<file path="src/sv/dlps_pkg.sv">
// shared types and constants for the delay line pitch shifter
// no dependencies
`default_nettype none

package dlps_pkg;

  // payload and register widths
  localparam int SAMPLE_W   = 16;
  localparam int STEP_W     = 9;
  localparam int GAIN_W     = 16;
  localparam int CFG_IDX_W  = 2;
  localparam int CFG_DATA_W = 16;

  // shared multiplier operand and accumulator widths
  localparam int MUL_B_W = GAIN_W + 1;
  localparam int ACC_W   = SAMPLE_W + MUL_B_W;

  // register indexes
  localparam logic [CFG_IDX_W-1:0] REG_READ_STEP = 2'd0;
  localparam logic [CFG_IDX_W-1:0] REG_MIX_GAIN  = 2'd1;

  // register reset values
  localparam logic [STEP_W-1:0] READ_STEP_RESET = 9'd256;
  localparam logic [GAIN_W-1:0] MIX_GAIN_RESET  = 16'd32767;

  // control of the shared multiply-accumulate unit
  typedef struct packed {
    logic en;     // load a new result this cycle
    logic accum;  // add product to the held sum instead of replacing it
  } mac_ctrl_t;

endpackage

`default_nettype wire

</file>
<file path="src/sv/dlps_mac.sv">
// shared signed multiply-accumulate unit with a registered sum
// depends on dlps_pkg
`default_nettype none

module dlps_mac (
  input  wire logic                                   clk,
  input  wire dlps_pkg::mac_ctrl_t                    ctrl,
  input  wire logic signed [dlps_pkg::SAMPLE_W-1:0]   a,
  input  wire logic signed [dlps_pkg::MUL_B_W-1:0]    b,
  output logic signed [dlps_pkg::ACC_W-1:0]           acc
);
  import dlps_pkg::*;

  logic signed [ACC_W-1:0] prod;

  // one product per cycle, optionally added to the held sum
  assign prod = ACC_W'(a) * ACC_W'(b);

  always_ff @(posedge clk) begin
    if (ctrl.en) begin
      acc <= ctrl.accum ? acc + prod : prod;
    end
  end

endmodule

`default_nettype wire

</file>
<file path="config.mk">
export PLATFORM = sky130hd
export DESIGN_NAME = dlps_mac
export DESIGN_NICKNAME = d
export VERILOG_FILES = /design/src/sv/dlps_pkg.sv /design/src/sv/dlps_mac.sv
export SDC_FILE = /design/constraint.sdc
export NUM_CORES = 1
export LEC_CHECK = 0
export BUFFER_PORTS_ARGS = -buffer_cell sky130_fd_sc_hd__buf_2
export CAP_MARGIN = 20
export CORE_ASPECT_RATIO = 0.7
export CORE_MARGIN = 1
export CORE_UTILIZATION = 59
export CTS_BUF_LIST = sky130_fd_sc_hd__clkbuf_2 sky130_fd_sc_hd__clkbuf_4 sky130_fd_sc_hd__clkbuf_8
export CTS_CLUSTER_SIZE = 25
export DETAILED_ROUTE_END_ITERATION = 10
export PLACE_DENSITY = 0.8
export SYNTH_ARGS = -nofsm -noshare
export SYNTH_HDL_FRONTEND = slang
export SYNTH_SLANG_ARGS = --single-unit
export TNS_END_PERCENT = 5
</file>
<file path="constraint.sdc">
create_clock -name clk -period 7.03 [get_ports clk]
set_clock_uncertainty 0.1 [all_clocks]
set_input_delay 0 -clock clk [delete_from_list [all_inputs] [get_ports clk]]
set_output_delay 0 -clock clk [all_outputs]
set_load 0.02 [all_outputs]
</file>
# Word-level counts from Yosys, hierarchy flattened
# Cells that the tools add are included.
[classes]
n_eq_ne = 0
bitwise = 0
reduce_logical = 0
order_cmp = 0
muxes = 1
mul = 1
n_div = 0
n_addsub = 1
n_shift = 0
[ops]
columns = ["op", "n"]
rows = [
  ["adder 33 bit", 1],
  ["multiplier 16 x 17 -> 33 bit", 1],
  ["2-to-1 mux 33 bit", 1],
]
[totals]
latch_bits = 0
n_memories = 0
reg_bits = 33
ram_bits = 0
mem_bits_ro = 0
inputBits = 36

# Longest topological paths before layout
[logic_depth]
depth_word = 3
ltp_mapped = 34
mapped_depth_nobuf = 31

# Worst setup path before layout
# OpenSTA, ideal clock, no wires.
[synth_path]
kind = "input-to-reg"
from = "input port a[7] in the netlist's numbering"
to = "register acc[32] in the netlist's numbering, data pin"
n_path_buf = 2
t_required_ns = 6.662
arrival_ns = 7.378
path_slack_ns = -0.716
stages = 29
path_cell_list = "clkbuf_1 -> clkbuf_1 -> nand2_1 -> fa_1 -> inv_1 -> fa_1 -> fa_1 -> fa_1 -> fa_1 -> inv_1 -> fa_1 -> inv_1 -> ha_1 -> a21o_1 -> a21o_1 -> a2111oi_0 -> o211a_1 -> o31ai_1 -> a21o_1 -> a21oi_1 -> xnor2_1 -> ha_1 -> and2_1 -> or3_1 -> o22ai_1 -> o311ai_1 -> o31ai_1 -> mux2i_1 -> xnor3_1"
[synth_via]
elab_chain_len = 3
[synth_rtl]
columns = ["element", "line", "rtl"]
rows = [
  ["start: declaration", "dlps_mac.sv:8", "input wire logic signed [dlps_pkg::SAMPLE_W-1:0] a,"],
  ["multiplier 16 x 17 -> 33 bit (*)", "dlps_mac.sv:17", "assign prod = ACC_W'(a) * ACC_W'(b);"],
  ["adder 33 bit", "dlps_mac.sv:21", "acc <= ctrl.accum ? acc + prod : prod;"],
  ["2-to-1 mux 33 bit (*)", "dlps_mac.sv:21", ""],
  ["end signal: assignment", "dlps_mac.sv:21", ""],
  ["end: declaration", "dlps_mac.sv:10", "output logic signed [dlps_pkg::ACC_W-1:0] acc"],
]
# Every way passes the cells marked *; elsewhere a longest branch is shown, timed or not.
# A chain may end at the register's enable or synchronous reset.

# Final worst setup path
[layout_path]
from = "input port b[4] in the netlist's numbering"
to = "register acc[32] in the netlist's numbering, data pin"
[layout_via]
elab_chain_len = 3
[layout_rtl]
columns = ["element", "line", "rtl"]
rows = [
  ["start: declaration", "dlps_mac.sv:9", "input wire logic signed [dlps_pkg::MUL_B_W-1:0] b,"],
  ["multiplier 16 x 17 -> 33 bit (*)", "dlps_mac.sv:17", ""],
  ["adder 33 bit", "dlps_mac.sv:21", ""],
  ["2-to-1 mux 33 bit (*)", "dlps_mac.sv:21", ""],
]
# Marked as above.

==> flow_metrics.env <==
export IMPL_run_status="complete, but fails checks"
export IMPL_violations="setup timing"
export IMPL_drive_gt1_frac=0.227
export IMPL_top_layer="met4"
export IMPL_synth_edff_count=33
export IMPL_synth_top_area_cell="fa_1"
export IMPL_die_h_microns=127
export IMPL_cts_buffers=5
export IMPL_largestRegisters="acc (33)"
export IMPL_port_buffers=68
export IMPL_clkTransAtPathRegs_ns=0.08
export IMPL_cts_sinks=33
export IMPL_insertion_delay_ns=0.30
export IMPL_vias=10625
export IMPL_synth_async_reset_ratio=0
export IMPL_hold_viol_final=0
export IMPL_cts_tree="yes"
export IMPL_fin_crit_sh=1.04
export IMPL_syn_nets=1852
export IMPL_path_class="primary input to flop"
export IMPL_top_register="acc"
export IMPL_worst_slack_ns=-0.280
export IMPL_fillers=1488
export IMPL_yosys_top_cells_area="fa_1 (42%), ha_1 (11%), inv_1 (9.1%), edfxtp_1 (7.5%), and2_1 (6.1%)"
export IMPL_final_nets=2072
export IMPL_ys_seq_area_frac=0.0749
export IMPL_min_period_ns=7.31
export IMPL_ys_warnings_count=0
export IMPL_drc=0
export IMPL_die_area_sq_um=23000
export IMPL_m1WireLength_microns=15300
export IMPL_drv_slew=0
export IMPL_drt_iter0_markers=793
export IMPL_cp_common_cell="fa_1"
export IMPL_grt_overflow=0
export IMPL_pin_count=69
export IMPL_rows=45
export IMPL_clock_fmax_mhz=137
export IMPL_grt_pass1_wl_microns=57200
export IMPL_relSlewSlack=0.415
export IMPL_slowest_delay_ns=0.55
export IMPL_synth_cells=1419
export IMPL_cts_buffer_depth=2
export IMPL_grt_max_degree=41
export IMPL_drv_cap=0
export IMPL_worst_ep_arrival_time_ns=7.25
export IMPL_dr_wl_met3_microns=3010
export IMPL_routedWlPerCell_microns=17.7
export IMPL_multi_input_area_sq_um=11200
export IMPL_antenna_found_initial=0
export IMPL_synth_common_cells="inv_1 (320), fa_1 (277), nand2_1 (161), and2_1 (129), ha_1 (120)"
export IMPL_regArea_sq_um=991
export IMPL_synth_area_sq_um=13200
export IMPL_setup_worst_path_start_class="primary input"
export IMPL_ys_ff_latch=33
export IMPL_track_usage=0.314
export IMPL_synth_most_common_cell="inv_1"
export IMPL_ys_types=64
export IMPL_finalSetupViolations=10
export IMPL_cp_end_kind="flop"
export IMPL_initial_core_util=0.605
export IMPL_critPathMaxFanout=5
export IMPL_required_ns=6.97
export IMPL_ant_nets=0
export IMPL_postCtsHoldBufs=0
export IMPL_largest_reg_flops=33
export IMPL_fin_tns_setup_ns=-1.37
export IMPL_globalplace_congestion=0.929
export IMPL_synth_top_area_frac=0.419
export IMPL_via_per_inst=5.53
export IMPL_hp_class="primary input to flop"
export IMPL_antenna_cells=0
export IMPL_dpl_hpwl_microns=29200
export IMPL_rsz0062_at_grt="yes"
export IMPL_worst_pin_slew_ns=0.878
export IMPL_wirelength_microns=34100
export IMPL_synth_flop_cell="edfxtp_1"
export IMPL_grt_pass1_vias=11289
export IMPL_slowest_stage="fa_1"
export IMPL_avgSynthCellArea_sq_um=9.32
export IMPL_htreeDepth=2
export IMPL_syn_to_final_growth_pct=19.4
export IMPL_core_area_sq_um=21800
export IMPL_met2_length_microns=15200
export IMPL_cts_root_buf="clkbuf_8"
export IMPL_die_w_microns=181
export IMPL_firstDrtPassIters=5
layout by cell type, fill, tap and decap left out, types with 5 or more instances in the layout:
cell / Yosys / routed
a21oi_2: 2 / 14
fa_2: 0 / 7
a21o_1: 29 / 29
inv_1: 320 / 314
and2_1: 129 / 120
edfxtp_1: 33 / 33
o21bai_1: 7 / 5
xnor2_1: 45 / 43
ha_4: 0 / 6
xor2_1: 17 / 14
o21a_1: 6 / 6
buf_4: 1 / 195
nand2_1: 161 / 160
clkbuf_8: 0 / 5
nand2b_1: 7 / 6
o21ai_0: 19 / 16
fa_1: 277 / 270
nand3_1: 9 / 9
buf_2: 0 / 43
a21oi_1: 52 / 40
o211ai_1: 7 / 7
o21ai_1: 5 / 7
ha_1: 120 / 110
inv_2: 0 / 6
nor3_1: 6 / 6
and2_4: 0 / 9
nor2_1: 37 / 34
mux2_2: 25 / 23
buf_6: 0 / 11
worst max-delay path, delay by kind of cell:
kind                       cells  cell delay, ns
adders and majority gates      8            3.63
xor gates and xnor gates       2            0.33
AOI/OAI and AO/OA              8            1.57
muxes                          1            0.24
buffers and inverters          6            0.62
and+or+nand+nor                5            0.85
final cells by class:
class | instances | area share
tap | 282 | 0.0223
clock buffer | 5 | 0.00436
sequential | 33 | 0.0627
clock inverter | 3 | 0.00436
inverter | 320 | 0.0760
multi-input combinational | 1024 | 0.711
timing repair buffer | 255 | 0.119
worst paths after layout:
check             slack [ns]  endpoint    start  cells past startpoint
setup reg to reg        3.42   acc[32]   acc[0]                     11
hold / removal          0.23   acc[29]  ctrl[1]                      1
hold reg to reg         0.63    acc[0]   acc[0]                      2
setup / recovery       -0.28   acc[32]     b[4]                     30
layer usage:
layer	vias up	GRT usage
li1	4791	-
met1	5307	0.468
met2	478	0.483
met3	49	0.0653
met4	0	0.0533
met5	-	0
logic make-up after synthesis:
group | share of synthesized area
adders and majority gates | 0.533
DFF | 0.0749
muxes | 0.0229
xor gates and xnor gates | 0.0428
buffers and inverters | 0.103
and+or+nand+nor | 0.135
AOI/OAI and AO/OA | 0.0886
through the flow:
stage | setup WS, ns | utilization | instances | hold slack (ns) | cell area, sq um
after global placement | -0.502 | 0.696 | 1903 | 0.396 | 15200
final | -0.280 | 0.723 | 1922 | 0.226 | 15800
after CTS | -0.298 | 0.712 | 1918 | 0.247 | 15600
after detailed placement | -0.643 | 0.696 | 1903 | 0.395 | 15200
after global routing | -0.575 | 0.723 | 1922 | 0.269 | 15800
after floorplan | -0.0393 | - | 1419 | 0.0125 | 13400
what timing repair did:
| item | 4_1_cts | 5_1_grt |
|---|---|---|
| pin swaps | 33 | 35 |
| endpoints found under the setup margin | 8 | 16 |
| buffers inserted | 7 | 4 |
| resized for setup | 46 | 55 |
Power is not shown: default switching activity piles up to over one toggle a cycle in this logic, so the estimate is an artifact.
